`src/hw/rtl/mf3_pkg.sv`:
```
`default_nettype none

package mf3_pkg;

   localparam int MAX_WIDTH_DEF    = 1024;
   localparam int CHANNEL_BITS_DEF = 8;
   localparam int MAX_HEIGHT       = 1024;
   localparam int MIN_SIZE         = 3;
   localparam int CFG_BITS         = 11;
   localparam int ROW_BITS         = 11;
   localparam int WIDTH_RESET      = 640;
   localparam int HEIGHT_RESET     = 480;

   typedef enum logic [0:0] {
      CSR_WIDTH  = 1'b0,
      CSR_HEIGHT = 1'b1
   } csr_idx_type;

   typedef struct packed {
      logic drop;
      logic pixel;
      logic has_out;
      logic interior;
      logic frame_end;
   } pos_info_type;

endpackage

`default_nettype wire

```
`src/hw/rtl/mf3_pos.sv`:
```
`default_nettype none

module mf3_pos import mf3_pkg::*; #(
   parameter int MAX_WIDTH = MAX_WIDTH_DEF
) (
   input  logic                         clock,
   input  logic                         reset,
   input  logic                         csr_we,
   input  csr_idx_type                  csr_index,
   input  logic [CFG_BITS-1:0]          csr_wdata,
   input  logic                         accept,
   input  logic                         is_flush,
   output logic [$clog2(MAX_WIDTH)-1:0] col,
   output pos_info_type                 info
);

   localparam int COL_BITS = $clog2(MAX_WIDTH);
   localparam int WW       = $clog2(MAX_WIDTH + 1);
   localparam int WCALC    = (CFG_BITS > WW) ? CFG_BITS : WW;
   localparam int W_RESET  = (WIDTH_RESET > MAX_WIDTH) ? MAX_WIDTH : WIDTH_RESET;

   logic [WW-1:0]       width_ff;
   logic [WW-1:0]       width_in;
   logic [CFG_BITS-1:0] height_ff;
   logic [CFG_BITS-1:0] height_in;
   logic [COL_BITS-1:0] col_ff;
   logic [COL_BITS-1:0] col_in;
   logic [ROW_BITS-1:0] row_ff;
   logic [ROW_BITS-1:0] row_in;
   logic [WCALC-1:0]    wdata_ext;
   logic [WW-1:0]       width_clamped;
   logic [CFG_BITS-1:0] height_clamped;
   logic                col_last;
   logic                in_frame;

   always_comb begin
      wdata_ext = WCALC'(csr_wdata);
      if (wdata_ext < WCALC'(MIN_SIZE)) begin
         width_clamped = WW'(MIN_SIZE);
      end else if (wdata_ext > WCALC'(MAX_WIDTH)) begin
         width_clamped = WW'(MAX_WIDTH);
      end else begin
         width_clamped = WW'(wdata_ext);
      end
      if (csr_wdata < CFG_BITS'(MIN_SIZE)) begin
         height_clamped = CFG_BITS'(MIN_SIZE);
      end else if (csr_wdata > CFG_BITS'(MAX_HEIGHT)) begin
         height_clamped = CFG_BITS'(MAX_HEIGHT);
      end else begin
         height_clamped = csr_wdata;
      end
   end

   always_comb begin
      col_last       = (WW'(col_ff) == (width_ff - WW'(1)));
      in_frame       = (row_ff < ROW_BITS'(height_ff));
      info.pixel     = in_frame;
      info.drop      = in_frame && is_flush;
      info.has_out   = !((row_ff == '0) || ((row_ff == ROW_BITS'(1)) && (col_ff == '0)));
      info.interior  = (col_ff >= COL_BITS'(2)) && (row_ff >= ROW_BITS'(2)) && in_frame;
      info.frame_end = (col_ff == '0) &&
                       (row_ff == (ROW_BITS'(height_ff) + ROW_BITS'(1)));
      col            = col_ff;
   end

   always_comb begin
      width_in  = width_ff;
      height_in = height_ff;
      col_in    = col_ff;
      row_in    = row_ff;
      if (csr_we) begin
         case (csr_index)
            CSR_WIDTH:  width_in  = width_clamped;
            CSR_HEIGHT: height_in = height_clamped;
            default: ;
         endcase
         col_in = '0;
         row_in = '0;
      end else if (accept && !info.drop) begin
         if (info.frame_end) begin
            col_in = '0;
            row_in = '0;
         end else if (col_last) begin
            col_in = '0;
            row_in = row_ff + ROW_BITS'(1);
         end else begin
            col_in = col_ff + COL_BITS'(1);
         end
      end
   end

   always_ff @(posedge clock) begin
      if (reset) begin
         width_ff  <= WW'(W_RESET);
         height_ff <= CFG_BITS'(HEIGHT_RESET);
         col_ff    <= '0;
         row_ff    <= '0;
      end else begin
         width_ff  <= width_in;
         height_ff <= height_in;
         col_ff    <= col_in;
         row_ff    <= row_in;
      end
   end

   a_interior_has_out: assert property (@(posedge clock) disable iff (reset)
      info.interior |-> info.has_out)
      else $error("interior position without a result");

   a_frame_restart: assert property (@(posedge clock) disable iff (reset)
      (accept && !info.drop && info.frame_end && !csr_we) |=> (col_ff == '0 && row_ff == '0))
      else $error("position not restarted after frame end");

   a_col_in_row: assert property (@(posedge clock) disable iff (reset)
      1'b1 |-> (WW'(col_ff) < width_ff))
      else $error("column beyond row width");

endmodule

`default_nettype wire

```
`config.mk`:
```
export PLATFORM = sky130hd
export DESIGN_NAME = mf3_pos
export DESIGN_NICKNAME = d
export VERILOG_FILES = /design/src/hw/rtl/mf3_pkg.sv /design/src/hw/rtl/mf3_pos.sv
export SDC_FILE = /design/constraint.sdc
export NUM_CORES = 1
export LEC_CHECK = 0
export BUFFER_PORTS_ARGS = -buffer_cell sky130_fd_sc_hd__buf_4
export CELL_PAD_IN_SITES_DETAIL_PLACEMENT = 1
export CELL_PAD_IN_SITES_GLOBAL_PLACEMENT = 2
export CORE_MARGIN = 4
export CORE_UTILIZATION = 32
export DETAILED_ROUTE_END_ITERATION = 12
export HOLD_SLACK_MARGIN = 0.08
export PLACE_DENSITY_LB_ADDON = 0.25
export SLEW_MARGIN = 15
export SYNTH_ARGS = -nofsm -noshare
export SYNTH_HDL_FRONTEND = slang
export SYNTH_SLANG_ARGS = --single-unit
```
`constraint.sdc`:
```
create_clock -name clock -period 3 [get_ports clock]
set_input_delay 0.15 -clock clock [delete_from_list [all_inputs] [get_ports clock]]
set_output_delay 0.15 -clock clock [all_outputs]
set_load 0.01 [all_outputs]
```
==> run_results.csv, run 1 <==
group,metric,value,unit
power_and_ir_drop,power_density,313,nW/um^2
timing,fmax,339,MHz
clock_network,clock_path_buffers,2,
global_routing,grt_max_degree,25,
synth,synth_seq_cells,43,
worst_setup_path,crit_path_top_delay_cell,"or4_4",
global_routing,grt_pass1_wl,16.5,mm
drt,routed_wl,9.81,mm
clock_network,clock_tree.root_cell,"clkbuf_8",
drt,ant_nets,0,
synth,synth_cells,400,
synth,synth_top_area_cell,"dfxtp_1",
worst_setup_path,critPathArrivalTime,3.18,ns
timing,layout_setup_ws,0.0461,ns
synth,syn_nets,437,
worst_hold_path,hold_class,"in2reg",
synth,yosysWarnings,0,
clock_network,clk_pin_slew_worst_paths,0.09,ns
worst_setup_path,critPathMaxFanout,7,
floorplan,initial_core_util,33.3,%
cells_and_area,final_nets,489,
synth,async_flop_share,0,%
placement,place_congestion,0.830,
cells_and_area,drive_gt1_share,19.6,%
floorplan,die_area,11400,sq um
synth,syn_avg_cell_area,7.81,sq um
global_routing,grt_pass1_vias,3166,
worst_setup_path,cp.buffers_inverters,1,
clock_network,clkLatencyLatePin,0.30,ns
timing,finalMaxSlewViolations,0,
power_and_ir_drop,ir_worst_vdd,0.000153,V
worst_setup_path,path_delay_family,"simple AND/OR/NAND/NOR gates",
cells_and_area,fill_cells,1191,
status,status,"completed",
cells_and_area,design_area,3820,sq um
placement,portBuffers,31,
synth,synthFlopType,"dfxtp_1",
cells_and_area,n_antenna_cell,0,
placement,dpl_worst_slack,-0.00856,ns
global_routing,antenna_found_initial,0,
clock_network,cts.htree.levels,2,
synth,synth_top_area_share,27.6,%
timing,tns,0,ns
placement,place_area,3650,sq um
drt,post_drt_wl_per_cell,16.9,microns
floorplan,row_count,35,
synth,synth_edf_count,0,
timing,worstMarginPinSlew,0.572,ns
floorplan,die_w,107,microns
synth,synth.area.top_cells,"dfxtp_1 (28%), ha_1 (8.0%), nand2_1 (7.2%), xnor2_1 (7.0%), a21oi_1 (5.1%)",
drt,avgViaCountPerCell,5.31,
worst_hold_path,min_path_cells,3,
drt,drtPass1Iterations,4,
clock_network,cts_buffers,5,
power_and_ir_drop,p_leak,0.00147,uW
worst_setup_path,path_class,"reg2reg",
timing,final_hold_viol_count,0,
worst_setup_path,crit_chain,"inv_2 -> ha_4 -> or4b_4 -> or3_4 -> a2111oi_4 -> nand4_4 -> or4_4 -> nor4b_2 -> o21bai_1",
clock_network,cts_tree,"done",
timing,finClkSkew,0.0128,ns
drt,vias,3093,
drt,drc,0,
timing,grt_setup_unrepaired,"true",
drt,dr.first_iter.drc_count,116,
synth,ys_types,54,
timing,finalCriticalPeriod,2.95,ns
worst_setup_path,max_stage_delay,0.52,ns
timing,setup_viol,0,
timing,final.period_utilization,98.5,%
floorplan,fp.dieH,107,microns
clock_network,cts_sinks,43,
job,max-cap-violations,0,
worst_setup_path,worstSetupEndpointType,"flip-flop",
worst_setup_path,crit_required,3.23,ns
cells_and_area,syn_to_final_growth,22.2,%
global_routing,gr-usage-all-layers,17.9,%
placement,post-dp-hpwl,7.82,mm
worst_setup_path,start_kind,"flip-flop",
worst_setup_path,r2r.worst_path.cells,9,
timing,slew_headroom,61.7,%
floorplan,io_pins,32,
synth,syn-cell-area,3120,sq um
synth,yosysSeqAreaShare,27.6,%
worst_setup_path,path_depth,9,
global_routing,overflow,0,
floorplan,core-area,9370,sq um
==> final timing paths <==
path | from | endpoint | slack, ns
min reg2reg | height_ff[10]$_SDFFE_PP0P_ | height_ff[10]$_SDFFE_PP0P_ | 0.51
min | csr_wdata[8] | width_ff[8]$_SDFFE_PP0P_ | 0.17
max reg2reg | width_ff[0]$_SDFFE_PP0P_ | row_ff[9]$_SDFFE_PP0P_ | 0.05
max | width_ff[0]$_SDFFE_PP0P_ | row_ff[9]$_SDFFE_PP0P_ | 0.05
==> area by class of cell <==
| cell class | instances | area (sq um) | area share [%] |
|---|---|---|---|
| sequential | 43 | 863 | 22.6 |
| timing repair buffer | 61 | 465 | 12.2 |
| inverter | 22 | 82.6 | 2.16 |
| multi-input combinational | 319 | 2140 | 56.2 |
| clock buffer | 8 | 100 | 2.62 |
| tap | 129 | 161 | 4.23 |
==> flip-flops by register name, indices dropped and copies added, names as in the netlist <==
| name | cells |
|---|---|
| width_ff | 11 |
| row_ff | 11 |
| height_ff | 11 |
| col | 10 |
==> Yosys cell counts, types with 3 or more instances <==
library cell  instances
o311a_1               4
o21ai_0              12
nand2_1              60
nand3_1              11
xnor2_1              25
nor2_1               28
a21oi_1              32
dfxtp_1              43
xor2_1                7
nor4_1                7
and3_1                7
and2_1                5
a211oi_1              5
clkbuf_1             14
a211o_1               8
and4_1                3
o21bai_1              3
nor3b_1               5
or3_1                 3
nor2b_1               5
nand4_1               8
or4_1                 5
o21a_1                4
inv_1                22
nor3_1                7
nand3b_1              6
ha_1                 20
nand4b_1              3
==> where the power goes <==
group | internal (uW) | switching, uW
logic | 79.8 | 108
clock network | 210 | 199
registers | 584 | 15.5
total | 874 | 322
==> layout by cell type, fill, tap and decap left out, types with 5 or more instances in the layout <==
cell type,instances
nor2b_1,5
nand4_1,8
a21oi_1,32
a211oi_1,5
nor3b_1,5
dfxtp_1,41
and3_1,7
clkbuf_8,7
nand2_1,60
nor2_1,27
nor3_1,7
buf_4,59
nand3_1,11
xor2_1,7
nor4_1,7
o21ai_0,12
a211o_1,8
nand3b_1,6
xnor2_1,25
inv_1,20
ha_1,19
==> through the flow <==
step                hold WS [ns]  instances  utilization (%)  power, uW
finish                     0.167        582             40.7       1200
CTS                        0.154        578             40.0       1210
global route               0.148        582             40.7       1260
floorplan                  0.244        400                -        723
global placement           0.460        570             38.9        790
detailed placement         0.467        570             38.9        795
==> worst min-delay path: cells and delay by family <==
family                 cells  cell delay [ns]
AND/OR/NAND/NOR            1             0.08
AO/OA/AOI/OAI              1             0.05
buffers and inverters      1             0.13
==> repair_timing <==
item                       in CTS  in global routing
setup buffers                   0                  4
resized for setup               1                 12
pin swaps                       1                  9
cloned                          0                  0
setup endpoints to repair       1                 17
hold buffers                    0                  0
==> cells by family (layout without fill, tap and decap cells) <==
kind of cell / after synthesis / after routing / share of synthesized area [%]
AND/OR/NAND/NOR: 177 / 177 / 30.8
AO/OA/AOI/OAI: 90 / 90 / 20.0
flip-flops: 43 / 43 / 27.6
buffers and inverters: 38 / 91 / 4.69
XOR/XNOR: 32 / 32 / 8.97
adder cells (fa/ha/maj): 20 / 20 / 8.01
==> routing by layer <==
metal	vias up	global-route usage [%]	wire, microns
li1	1542	-	-
met1	1509	24.3	4810
met2	36	30.6	4720
met3	6	2.11	201
met4	0	3.56	82
met5	-	0	0
(Power assumes the default switching activity.)
==> run 2, diff against run 1 <==
--- a/config.mk
+++ b/config.mk
@@ -8,6 +8,7 @@
 export BUFFER_PORTS_ARGS = -buffer_cell sky130_fd_sc_hd__buf_4
 export CELL_PAD_IN_SITES_DETAIL_PLACEMENT = 1
 export CELL_PAD_IN_SITES_GLOBAL_PLACEMENT = 2
+export CORE_ASPECT_RATIO = 0.6
 export CORE_MARGIN = 4
 export CORE_UTILIZATION = 32
 export DETAILED_ROUTE_END_ITERATION = 12
==> run 2 against run 1 <==
Compared with the run above:
- combinational power rose by 3%
- sequential power about the same
- first-iteration DRC count up 15%
- global-route usage increased by 0.92 points
- maximum frequency shrank 0.49%
- critical path depth unchanged
- sequential share of layout area fell by 0.31 points
- worst setup slack worse by 0.014 ns
- core utilization grew 0.77 points
- critical path type unchanged
- largest power group unchanged
==> run_results.csv, run 2 (synthesized netlist as in run 1, its figures left out) <==
group,metric,value,unit
floorplan,core-area,9320,sq um
cells_and_area,drive_gt1_share,20.2,%
clock_network,clock_path_buffers,2,
floorplan,io_pins,32,
worst_setup_path,path_delay_family,"simple AND/OR/NAND/NOR gates",
placement,place_area,3690,sq um
global_routing,grt_pass1_wl,17.1,mm
worst_setup_path,r2r_start,"width_ff[0]$_SDFFE_PP0P_",
global_routing,overflow,0,
clock_network,cts_sinks,43,
placement,place_congestion,0.853,
worst_setup_path,ff2ff_setup_slack,0.03,ns
clock_network,cts_hold_buf,0,
clock_network,clock_tree.root_cell,"clkbuf_16",
worst_setup_path,crit_chain,"inv_2 -> ha_4 -> or4b_4 -> or3_4 -> a2111oi_4 -> nand4_4 -> or4_4 -> nor4b_2 -> o21bai_1",
clock_network,cts_tree,"done",
worst_setup_path,r2r.worst_path.cells,9,
worst_setup_path,max_stage_delay,0.57,ns
worst_hold_path,hold_class,"in2reg",
global_routing,gr-usage-all-layers,18.8,%
timing,finalCriticalPeriod,2.97,ns
clock_network,clkLatencyLatePin,0.29,ns
worst_setup_path,r2r_end,"row_ff[9]$_SDFFE_PP0P_",
worst_setup_path,critPathArrivalTime,3.19,ns
drt,vias,3177,
job,max-cap-violations,0,
clock_network,cts.htree.levels,2,
worst_hold_path,min_path_cells,3,
timing,slew_headroom,58.7,%
cells_and_area,final_cell_mix,"buf_4 (64), nand2_1 (60), dfxtp_1 (41)",
power_and_ir_drop,power_density,346,nW/um^2
timing,final_hold_viol_count,0,
drt,drc,0,
global_routing,antenna_found_initial,0,
cells_and_area,syn_to_final_growth,23.9,%
worst_setup_path,startpoint,"width_ff[0]$_SDFFE_PP0P_",
global_routing,grt_max_degree,25,
placement,post-dp-hpwl,8.43,mm
global_routing,grt_pass1_vias,3178,
worst_setup_path,cp.buffers_inverters,1,
worst_setup_path,critPathMaxFanout,7,
floorplan,fp.dieH,84.5,microns
drt,ant_nets,0,
timing,finClkSkew,0.00387,ns
floorplan,die_area,11500,sq um
timing,final.period_utilization,98.9,%
drt,dr.first_iter.drc_count,133,
timing,worstMarginPinSlew,0.620,ns
floorplan,row_count,27,
worst_setup_path,path_class,"reg2reg",
drt,drtPass1Iterations,4,
worst_setup_path,worstSetupEndpointType,"flip-flop",
cells_and_area,top_regs,"height_ff x11, row_ff x11, width_ff x11",
timing,fmax,337,MHz
floorplan,initial_core_util,33.5,%
timing,tns,0,ns
cells_and_area,fill_cells,1156,
drt,post_drt_wl_per_cell,18.2,microns
cells_and_area,design_area,3870,sq um
clock_network,clk_pin_slew_worst_paths,0.06,ns
cells_and_area,final_common_cell,"buf_4",
worst_setup_path,crit_path_top_delay_cell,"or4_4",
floorplan,die_w,136,microns
power_and_ir_drop,p_leak,0.00149,uW
power_and_ir_drop,ir_worst_vdd,0.000219,V
drt,avgViaCountPerCell,5.42,
timing,grt_setup_unrepaired,"true",
placement,portBuffers,31,
clock_network,cts_buffers,5,
drt,routed_wl,10.7,mm
worst_setup_path,start_kind,"flip-flop",
worst_setup_path,crit_required,3.22,ns
timing,setup_viol,0,
status,status,"completed",
worst_setup_path,path_depth,9,
cells_and_area,final_nets,492,
worst_setup_path,crit_end,"row_ff[9]$_SDFFE_PP0P_",
timing,finalMaxSlewViolations,0,
cells_and_area,n_antenna_cell,0,
[run 2: changes by cell type in the layout (fill, tap and decap cells not counted), moves of 2 or more]
cell and delta:
clkbuf_8 -7, buf_4 +5, clkbuf_16 +5, buf_6 -2
[run 2: worst min-delay path by stage]
stage	slack [ns]	to	startpoint
after floorplan	0.24	height_ff[5]$_SDFFE_PP1P_	reset
after global placement	0.45	width_ff[6]$_SDFFE_PP0P_	csr_wdata[6]
after detailed placement	0.46	width_ff[6]$_SDFFE_PP0P_	csr_wdata[6]
after CTS	0.15	width_ff[6]$_SDFFE_PP0P_	csr_wdata[6]
after global routing	0.17	width_ff[6]$_SDFFE_PP0P_	csr_wdata[6]
final	0.15	width_ff[6]$_SDFFE_PP0P_	csr_wdata[6]
[run 2: layer usage]
layer | GRT usage (%) | routed length, microns | vias to the layer above
li1 | - | - | 1544
met1 | 30.1 | 5710 | 1545
met2 | 26.1 | 4090 | 81
met3 | 3.77 | 820 | 7
met4 | 2.38 | 61 | 0
met5 | 0 | 0 | -
[run 2: through the flow]
step | hold WS [ns] | worst slack [ns] | power (uW) | cells | utilization (%)
floorplan | 0.244 | 0.0636 | 723 | 400 | -
global placement | 0.451 | 0.0982 | 795 | 576 | 39.5
detailed placement | 0.459 | 0.0246 | 799 | 576 | 39.5
CTS | 0.150 | 0.0319 | 1360 | 584 | 41.1
global route | 0.173 | -0.0875 | 1400 | 586 | 41.5
finish | 0.151 | 0.0316 | 1340 | 586 | 41.5
[run 2: repair_timing]
action / in CTS / in global routing
endpoints found under the hold margin: 0 / 0
buffers inserted: 0 / 2
endpoints found under the setup margin: 1 / 10
gates resized for setup: 1 / 9
pin swaps: 1 / 2
[run 2: cell type report]
cell class / instances / area, sq um / area share (%)
timing repair buffer: 64 / 480 / 12.4
clock buffer: 6 / 129 / 3.33
sequential: 43 / 863 / 22.3
tap: 130 / 163 / 4.20
clock inverter: 2 / 12.5 / 0.323
inverter: 22 / 82.6 / 2.13
multi-input combinational: 319 / 2140 / 55.3
[run 2: where the power goes]
group / internal, uW / switching (uW) / total (uW)
clock network: 308 / 237 / 545
registers: 584 / 16.5 / 601
logic: 81.4 / 111 / 193
[run 2: tightest hold or removal path, stage by stage]
cell and delay, ns:
buf_4 0.12, nand3b_1 0.07, a21oi_1 0.05
