==> src/hw/rtl/mf3_pkg.sv <==
`default_nettype none

package mf3_pkg;

   localparam int MAX_WIDTH_DEF    = 1024;
   localparam int CHANNEL_BITS_DEF = 8;
   localparam int MAX_HEIGHT       = 1024;
   localparam int MIN_SIZE         = 3;
   localparam int CFG_BITS         = 11;
   localparam int ROW_BITS         = 11;
   localparam int WIDTH_RESET      = 640;
   localparam int HEIGHT_RESET     = 480;

   typedef enum logic [0:0] {
      CSR_WIDTH  = 1'b0,
      CSR_HEIGHT = 1'b1
   } csr_idx_type;

   typedef struct packed {
      logic drop;
      logic pixel;
      logic has_out;
      logic interior;
      logic frame_end;
   } pos_info_type;

endpackage

`default_nettype wire

==> src/hw/rtl/mf3_lane.sv <==
`default_nettype none

module mf3_lane import mf3_pkg::*; #(
   parameter int CHANNEL_BITS = CHANNEL_BITS_DEF
) (
   input  logic                    clock,
   input  logic                    shift,
   input  logic [CHANNEL_BITS-1:0] new_top,
   input  logic [CHANNEL_BITS-1:0] new_mid,
   input  logic [CHANNEL_BITS-1:0] new_bot,
   output logic [CHANNEL_BITS-1:0] max_val,
   output logic [CHANNEL_BITS-1:0] centre
);

   logic [2:0][CHANNEL_BITS-1:0] col1_ff;
   logic [2:0][CHANNEL_BITS-1:0] col2_ff;
   logic [2:0][CHANNEL_BITS-1:0] col1_in;
   logic [2:0][CHANNEL_BITS-1:0] col2_in;
   logic [CHANNEL_BITS-1:0]      max_a;
   logic [CHANNEL_BITS-1:0]      max_b;
   logic [CHANNEL_BITS-1:0]      max_c;

   function automatic logic [CHANNEL_BITS-1:0] max2(
      input logic [CHANNEL_BITS-1:0] a,
      input logic [CHANNEL_BITS-1:0] b
   );
      max2 = (a > b) ? a : b;
   endfunction

   // window after the shift: old second column, old newest column, incoming column
   always_comb begin
      max_a   = max2(max2(col1_ff[0], col1_ff[1]), col1_ff[2]);
      max_b   = max2(max2(col2_ff[0], col2_ff[1]), col2_ff[2]);
      max_c   = max2(max2(new_top, new_mid), new_bot);
      max_val = max2(max2(max_a, max_b), max_c);
      centre  = col2_ff[1];
      col1_in = col2_ff;
      col2_in = {new_bot, new_mid, new_top};
   end

   always_ff @(posedge clock) begin
      if (shift) begin
         col1_ff <= col1_in;
         col2_ff <= col2_in;
      end
   end

endmodule

`default_nettype wire

==> config.mk <==
export PLATFORM = sky130hd
export DESIGN_NAME = mf3_lane
export DESIGN_NICKNAME = d
export VERILOG_FILES = /design/src/hw/rtl/mf3_pkg.sv /design/src/hw/rtl/mf3_lane.sv
export SDC_FILE = /design/constraint.sdc
export NUM_CORES = 1
export LEC_CHECK = 0
export BUFFER_PORTS_ARGS = -buffer_cell sky130_fd_sc_hd__buf_2
export CAP_MARGIN = 25
export CORE_MARGIN = 5
export CORE_UTILIZATION = 40
export CTS_CLUSTER_DIAMETER = 50
export DETAILED_ROUTE_END_ITERATION = 7
export PLACE_DENSITY_LB_ADDON = 0.25
export SETUP_SLACK_MARGIN = 0.15
export SLEW_MARGIN = 10
export SYNTH_ARGS = -nofsm -noshare
export SYNTH_HDL_FRONTEND = slang
export SYNTH_SLANG_ARGS = --single-unit
==> constraint.sdc <==
create_clock -name clock -period 9.1 [get_ports clock]
set_input_delay 0.455 -clock clock [delete_from_list [all_inputs] [get_ports clock]]
set_output_delay 0.455 -clock clock [all_outputs]
set_load 0.01 [all_outputs]
==> flow_metrics.tcl, run 1 <==
set metrics [dict create \
    status "finished clean" \
    r2r_slack_ns 8.34 \
    period_needed_ns 8.246 \
    slew-limit-headroom_pct 28.63 \
    htreeDepth 2 \
    grt_pass1_wl_um 14800 \
    fin_ws_ns 0.8540 \
    hp-start "new_bot[6]" \
    clk_pin_slew_ns 0.08 \
    die_x_um 110.1 \
    critPathTopFamily "compound AO/OA/AOI/OAI gates" \
    holdPathStages 1 \
    startpoint_type "flip-flop" \
    setup_tns_ns 0 \
    grt_max_degree 49 \
    drc_errors 0 \
    die_height_um 110.1 \
    ys_warn_count 0 \
    fin_cells 571 \
    r2r-start "centre[4]" \
    slowest_delay_ns 0.50 \
    mostFrequentLayoutCell "ha_1" \
    cts_root_buffer "clkbuf_8" \
    hold_class "in2reg" \
    r2r-end "col1_ff[12]" \
    grt_pass1_vias 2958 \
    final_cell_mix "63 x ha_1, 50 x inv_1, 48 x edfxtp_1" \
    antenna_found_initial 0 \
    port_buffers 41 \
    clock_latency_ns 0.29 \
    num_vias 3061 \
    hpwl_um 7915 \
    cts_buffers 5 \
    tightest_slew_ns 1.071 \
    wl_per_cell_um 16.49 \
    avgSynthCellArea_um2 9.923 \
    dp.cells 562 \
    powerDensity_nw_per_um2 239.6 \
    synth_simple_gate_area_share_pct 11.74 \
    async_flop_share_pct 0 \
    clockBufferDepth 2 \
    yosysSeqAreaShare_pct 35.96 \
    drv_slew 0 \
    cts_tree "yes" \
    cts_sinks 48 \
    synth.area.mux_share_pct 5.836 \
    synth_compound_area_share_pct 18.88 \
    synth_edf_count 48 \
    core-area_um2 9774 \
    ir_drop_v 0.0001138 \
    end_kind "output pin" \
    synth.ff_latch_count 48 \
    first_iter_violations 194 \
    cp_num_buf_inv 2 \
    num_antenna_cells 0 \
    antenna_left 0 \
    fillers 951 \
    initial_core_util_pct 41.01 \
    syn_area_um2 4009 \
    ys_types 50 \
    synthAdderAreaFrac_pct 19.94 \
    synth_xor_area_share_pct 0.2185 \
    nets 526 \
    grt_usage_pct 15.94 \
    syn_nets 493 \
    synth_top_family_by_area "adder cells" \
    dp_slack_ns 0.9739 \
    finalHoldViolCount 0 \
    wirelength_um 9414 \
    crit_fanout 20 \
    fmax_mhz 121.3 \
    min_delay_worst_endpoint "col1_in[22]" \
    synth_flop_cell "edfxtp_1" \
    finalCritPeriodShare_pct 90.62 \
    io_pins 42 \
    crit_slowest_cell "clkinv_1" \
    post_drt_via_cell_ratio 5.361 \
    die_area_um2 12120 \
    p_leak_nw 1.967 \
    grt_remaining_overflow 0 \
    worst_r2r_path_depth 0 \
    drive_above_1_share_pct 19.86 \
    finalSetupViolCount 0 \
    first_pass_iters 4 \
    required_ns 8.65 \
    rsz0062_at_grt "false" \
    cap_violations 0 \
    crit_arrival_ns 7.79 \
    cts_hold_buf 0 \
    gp_congestion 0.8677 \
    skew_ns 0.005031 \
    area_delta_synth_final_pct 9.644 \
    critPathKind "reg2out" \
    std_cell_rows 36 \
    synth_cells 404 \
]
==> flip-flops by register name, summed over array words and instances (netlist names) <==
| signal | count |
|---|---|
| centre | 8 |
| col1_ff | 24 |
| col1_in | 16 |
==> kinds of logic (layout without fill, tap and decap cells) <==
logic type | Yosys count | count (layout)
AND/OR/NAND/NOR | 93 | 93
adder cells (fa/ha/maj) | 64 | 64
AO/OA/AOI/OAI | 109 | 109
XOR/XNOR | 1 | 1
buffers and inverters | 68 | 102
multiplexers | 21 | 21
flip-flops | 48 | 48
==> routing by layer <==
metal / share of wire (%) / global-route usage, %
met1: 45 / 21.42
met4: 2.2 / 4.222
met3: 4.1 / 2.271
met5: 0 / 0
met2: 49 / 26.95
==> how the worst max path moves through the flow <==
stage / cells after the start / start / slack, ns / to
after global placement: 30 / col1_ff[1] / 1.15 / max_val[0]
after global routing: 30 / col1_ff[1] / 0.16 / max_val[0]
after detailed placement: 30 / col1_ff[1] / 0.97 / max_val[0]
after CTS: 30 / col1_ff[1] / 0.63 / max_val[0]
final: 30 / col1_ff[1] / 0.85 / max_val[0]
after floorplan: 32 / col1_ff[1] / 2.19 / max_val[4]
==> synth_stat cells (2+ instances only) <==
| master | instances | area (um2) |
|---|---|---|
| mux2_2 | 19 | 214.0 |
| o211ai_1 | 4 | 30.03 |
| o21ai_0 | 18 | 90.09 |
| mux2i_1 | 2 | 20.02 |
| o211ai_2 | 6 | 75.07 |
| buf_2 | 4 | 20.02 |
| inv_1 | 50 | 187.7 |
| and4_1 | 2 | 17.52 |
| edfxtp_1 | 48 | 1441 |
| ha_1 | 63 | 788.3 |
| nand4_1 | 16 | 100.1 |
| nand2_1 | 15 | 56.30 |
| buf_4 | 8 | 60.06 |
| a211o_1 | 8 | 70.07 |
| o21a_1 | 5 | 37.54 |
| o31ai_1 | 2 | 15.01 |
| a21oi_1 | 44 | 220.2 |
| and2_1 | 3 | 18.77 |
| nor2b_1 | 6 | 37.54 |
| clkbuf_1 | 3 | 11.26 |
| nor2_1 | 30 | 112.6 |
| a22oi_1 | 2 | 15.01 |
| a31oi_2 | 2 | 25.02 |
| nand3_1 | 13 | 65.06 |
| a21o_1 | 5 | 37.54 |
| o31ai_4 | 2 | 42.54 |
==> where the power goes <==
group	switching (mW)	leakage, nW	total, mW	internal [mW]
Sequential	0.0123	0.470	0.275	0.263
Combinational	0.403	1.45	0.659	0.256
Clock	0.0669	0.0453	0.119	0.0523
Total	0.482	1.97	1.05	0.571
==> what timing repair did <==
action / in CTS / in global routing
setup endpoints to repair: 0 / 8
buffers inserted: 0 / 0
gates resized for setup: 0 / 1
==> cell type report <==
type | instances | area, um2 | area share (%)
multi-input cells | 288 | 2273 | 51.72
repair buffers | 43 | 240.2 | 5.465
flip-flops and latches | 48 | 1441 | 32.79
well taps | 133 | 166.4 | 3.786
clock inverters | 3 | 13.76 | 0.3131
clock buffers | 5 | 68.82 | 1.566
inverters | 51 | 191.4 | 4.355
==> per-stage QoR <==
stage | instance area [um2] | power (mW) | hold slack (ns) | util, %
floorplan | 4009 | 0.7661 | 0.4264 | -
global placement | 4282 | 0.9191 | 0.4376 | 43.80
global route | 4395 | 1.148 | 0.3446 | 44.97
detailed placement | 4282 | 0.9337 | 0.4512 | 43.80
finish | 4395 | 1.053 | 0.3584 | 44.97
CTS | 4364 | 1.053 | 0.3513 | 44.65
Note: power is estimated with default switching activity, not from simulation.
==> run 2, diff against run 1 <==
- CORE_UTILIZATION: 40 -> 27
==> run 2 against run 1 <==
Against the previous run: final cell count grew 8.9%; largest cell class unchanged; core utilization down 14 points; clock skew fell by 0.0022 ns.
==> flow_metrics.tcl, run 2 (synthesis gave the netlist of run 1 again) <==
set metrics [dict create \
    first_pass_iters 4 \
    timing.hold.ws_ns 0.3624 \
    die_area_um2 17380 \
    required_ns 8.65 \
    core-area_um2 14530 \
    post-route-util_pct 31.13 \
    wl_per_cell_um 15.95 \
    period_needed_ns 8.361 \
    finalPower_mw 1.125 \
    crit_fanout 20 \
    largest_reg_flops 24 \
    initial_core_util_pct 27.58 \
    powerDensity_nw_per_um2 248.7 \
    r2r-start "col1_in[16]" \
    worst_r2r_path_depth 0 \
    ir_drop_v 0.0001141 \
    status "finished clean" \
    clk_pin_slew_ns 0.07 \
    cts_resized 0 \
    cts_sinks 48 \
    grt_max_degree 49 \
    post_drt_via_cell_ratio 4.950 \
    dpl_cell_area_um2 4345 \
    grt_usage_pct 11.40 \
    grt_pass1_vias 3078 \
    hold_class "in2reg" \
    slew-limit-headroom_pct 26.58 \
    mostFrequentLayoutCell "ha_1" \
    dp_slack_ns 0.9982 \
    cts_buffers 5 \
    fin_cells 622 \
    final_cell_mix "63 x ha_1, 50 x inv_1, 48 x edfxtp_1" \
    io_pins 42 \
    die_x_um 131.9 \
    grt_remaining_overflow 0 \
    finalHoldViolCount 0 \
    seq_power_share_pct 24.4 \
    port_buffers 41 \
    hpwl_um 8356 \
    rsz0062_at_grt "false" \
    crit_arrival_ns 7.91 \
    critPathKind "reg2out" \
    p_leak_nw 1.992 \
    nets 526 \
    cts_hold_buf 0 \
    drive_above_1_share_pct 20.32 \
    slowest_delay_ns 0.50 \
    postCtsSetupBuffers 0 \
    first_iter_violations 217 \
    power_switching_mw 0.5035 \
    finalSetupViolCount 0 \
    power_frac_clock_pct 16.3 \
    grt_pass1_wl_um 15990 \
    htreeDepth 2 \
    r2r-end "col1_ff[16]" \
    cp_num_buf_inv 3 \
    dp.cells 613 \
    startpoint_type "flip-flop" \
    design_area_um2 4524 \
    largest_register "col1_ff" \
    skew_ns 0.002834 \
    gp_congestion 0.8387 \
    fillers 1544 \
    antenna_left 0 \
    num_vias 3079 \
    crit_cells 30 \
    num_antenna_cells 0 \
    cts_tree "yes" \
    critPathTopFamily "compound AO/OA/AOI/OAI gates" \
    switching_share_pct 44.74 \
    internal_power_mw 0.6218 \
    clockBufferDepth 2 \
    setup_tns_ns 0 \
    critPathCapture "max_val[0]" \
    tightest_slew_ns 1.101 \
    drc_errors 0 \
    wirelength_um 9919 \
    fin_ws_ns 0.7395 \
    crit_slowest_cell "clkinv_1" \
    std_cell_rows 44 \
    drv_slew 0 \
    startpoint "col1_in[7]" \
    r2r_slack_ns 8.37 \
    end_kind "output pin" \
    area_delta_synth_final_pct 12.86 \
    antenna_found_initial 0 \
    fmax_mhz 119.6 \
    cts_root_buffer "clkbuf_16" \
    cap_violations 0 \
    clock_latency_ns 0.28 \
    die_height_um 131.9 \
    finalCritPeriodShare_pct 91.87 \
    p_comb_share_pct 59.3 \
]
run 2: layout make-up:
cell class	instances	area, um2	area share [%]
inverter	51	191.4	4.231
sequential	48	1441	31.86
tap	184	230.2	5.088
clock inverter	3	21.27	0.4701
clock buffer	5	125.1	2.765
timing repair buffer	43	240.2	5.310
multi-input combinational	288	2275	50.28
run 2: power groups by stage:
stage	registers, mW	logic, mW	clock network, mW
2_1_floorplan	0.274	0.492	0
6_report	0.274	0.667	0.184
3_5_place_dp	0.280	0.661	0
3_3_place_gp	0.280	0.643	0
4_1_cts	0.275	0.663	0.189
5_1_grt	0.277	0.747	0.200
run 2: metal layers:
layer / GRT usage, % / up-vias / routed length (um)
met4: 4.000 / 0 / 252
met5: 0 / - / 0
met1: 14.75 / 1447 / 4429
met2: 19.61 / 68 / 4813
met3: 1.374 / 12 / 423
li1: - / 1552 / -
run 2: how the worst min path moves through the flow:
| stage | depth (start not counted) | start | slack (ns) | endpoint |
|---|---|---|---|---|
| after floorplan | 0 | col1_in[0] | 0.43 | col1_ff[0] |
| after CTS | 1 | new_bot[1] | 0.36 | col1_in[17] |
| after global routing | 1 | new_bot[1] | 0.36 | col1_in[17] |
| final | 1 | new_bot[1] | 0.36 | col1_in[17] |
| after detailed placement | 0 | col1_in[23] | 0.45 | col1_ff[23] |
| after global placement | 0 | col1_in[23] | 0.45 | col1_ff[23] |
==> run 3, diff against run 2 <==
- BUFFER_PORTS_ARGS: -buffer_cell sky130_fd_sc_hd__buf_2 -> unset
- DONT_BUFFER_PORTS: unset -> 1
==> run 3 against run 2 <==
Against the previous run: via count down 5.7%; total power down 2.3%; sequential share of layout area up 1.5 points; clock power up 16%; core utilization down 1.4 points; final cell count down 6.8%; register-to-register slack worse by 0.10 ns; combinational power down 8.8%; critical path depth unchanged.
==> flow_metrics.tcl, run 3 (synthesis gave the netlist of run 1 again) <==
set metrics [dict create \
    final_cell_mix "63 x ha_1, 50 x inv_1, 48 x edfxtp_1" \
    cap_violations 0 \
    fmax_mhz 121.6 \
    hpwl_um 8417 \
    mostFrequentLayoutCell "ha_1" \
    power_frac_clock_pct 19.4 \
    cts_resized 0 \
    grt_usage_pct 11.75 \
    crit_fanout 20 \
    clockBufferDepth 2 \
    num_vias 2904 \
    seq_power_share_pct 25.3 \
    p_leak_nw 1.822 \
    antenna_found_initial 0 \
    startpoint_type "flip-flop" \
    cts_sinks 48 \
    core-area_um2 14530 \
    slowest_delay_ns 0.49 \
    post-route-util_pct 29.69 \
    std_cell_rows 44 \
    finalCritPeriodShare_pct 90.38 \
    largest_reg_flops 24 \
    wirelength_um 10150 \
    drc_errors 0 \
    p_comb_share_pct 55.3 \
    cts_tree "yes" \
    rsz0062_at_grt "false" \
    clock_latency_ns 0.29 \
    powerDensity_nw_per_um2 254.7 \
    required_ns 8.65 \
    power_switching_mw 0.4866 \
    timing.hold.ws_ns 0.2524 \
    grt_pass1_vias 2970 \
    io_pins 42 \
    drive_above_1_share_pct 11.62 \
    grt_pass1_wl_um 16240 \
    setup_tns_ns 0 \
    htreeDepth 2 \
    die_height_um 131.9 \
    die_x_um 131.9 \
    grt_max_degree 49 \
    period_needed_ns 8.225 \
    dp.cells 572 \
    first_iter_violations 259 \
    dpl_cell_area_um2 4140 \
    slew-limit-headroom_pct 23.54 \
    cts_buffers 5 \
    drv_slew 0 \
    ir_drop_v 0.0001042 \
    skew_ns 0.005106 \
    largest_register "col1_ff" \
    end_kind "output pin" \
    fin_ws_ns 0.8750 \
    port_buffers 0 \
    antenna_left 0 \
    area_delta_synth_final_pct 7.647 \
    tightest_slew_ns 1.147 \
    first_pass_iters 4 \
    cts_root_buffer "clkbuf_16" \
    nets 484 \
    post_drt_via_cell_ratio 5.007 \
    r2r_slack_ns 8.27 \
    grt_remaining_overflow 0 \
    cts_hold_buf 0 \
    crit_slowest_cell "edfxtp_1" \
    fin_cells 580 \
    finalHoldViolCount 0 \
    gp_congestion 0.8356 \
    die_area_um2 17380 \
    critPathKind "reg2out" \
    postCtsSetupBuffers 0 \
    initial_core_util_pct 27.58 \
    finalPower_mw 1.099 \
    num_antenna_cells 0 \
    finalSetupViolCount 0 \
    wl_per_cell_um 17.49 \
    dp_slack_ns 1.193 \
    design_area_um2 4315 \
    switching_share_pct 44.27 \
    crit_arrival_ns 7.77 \
    status "finished clean" \
    clk_pin_slew_ns 0.07 \
    internal_power_mw 0.6126 \
    hold_class "in2reg" \
]
run 3: cell types whose count changed in the layout (fill, tap and decap cells not counted):
cell,before,now
o21ai_2,1,0
and2_2,1,0
bufinv_16,0,1
clkinvlp_4,1,2
clkinv_1,1,0
buf_16,1,0
and2_1,2,3
o21ai_1,0,1
buf_2,41,0
clkinv_2,1,0
run 3: final timing paths:
kind,from,endpoint,cells after the start
worst min-delay path,new_mid[7],centre[7],0
worst min register to register,col1_in[18],col1_ff[18],0
worst max-delay path,centre[7],max_val[0],30
worst max register to register,centre[6],col1_ff[14],0
run 3: cell type report:
type                       instances  area, um2
multi-input combinational        288       2270
sequential                        48       1441
tap                              184      230.2
timing repair buffer               1      7.507
clock buffer                       5      125.1
fill                            1524      10220
clock inverter                     3      46.29
inverter                          51      195.2
run 3: power groups by stage:
| stage | registers [mW] | clock network, mW | logic (mW) |
|---|---|---|---|
| 2_1_floorplan | 0.274 | 0 | 0.492 |
| 3_3_place_gp | 0.284 | 0 | 0.583 |
| 3_5_place_dp | 0.283 | 0 | 0.598 |
| 4_1_cts | 0.278 | 0.221 | 0.600 |
| 5_1_grt | 0.280 | 0.230 | 0.679 |
| 6_report | 0.278 | 0.214 | 0.608 |
run 3: per-layer routing:
layer	wire, um	vias up	part of all wire [%]	track usage [%]
li1	-	1472	-	-
met1	4580	1342	45	15.37
met2	4750	69	47	18.85
met3	441	21	4.3	2.099
met4	371	0	3.7	5.486
met5	0	-	0	0
run 3: worst max-delay path: cells and delay by family (launching register included):
family / cells / cell delay [ns]
multiplexers: 1 / 0.42
adder cells (fa/ha/maj): 4 / 1.28
AO/OA/AOI/OAI: 14 / 3.24
buffers and inverters: 2 / 0.46
flip-flops: 1 / 0.49
AND/OR/NAND/NOR: 9 / 1.56
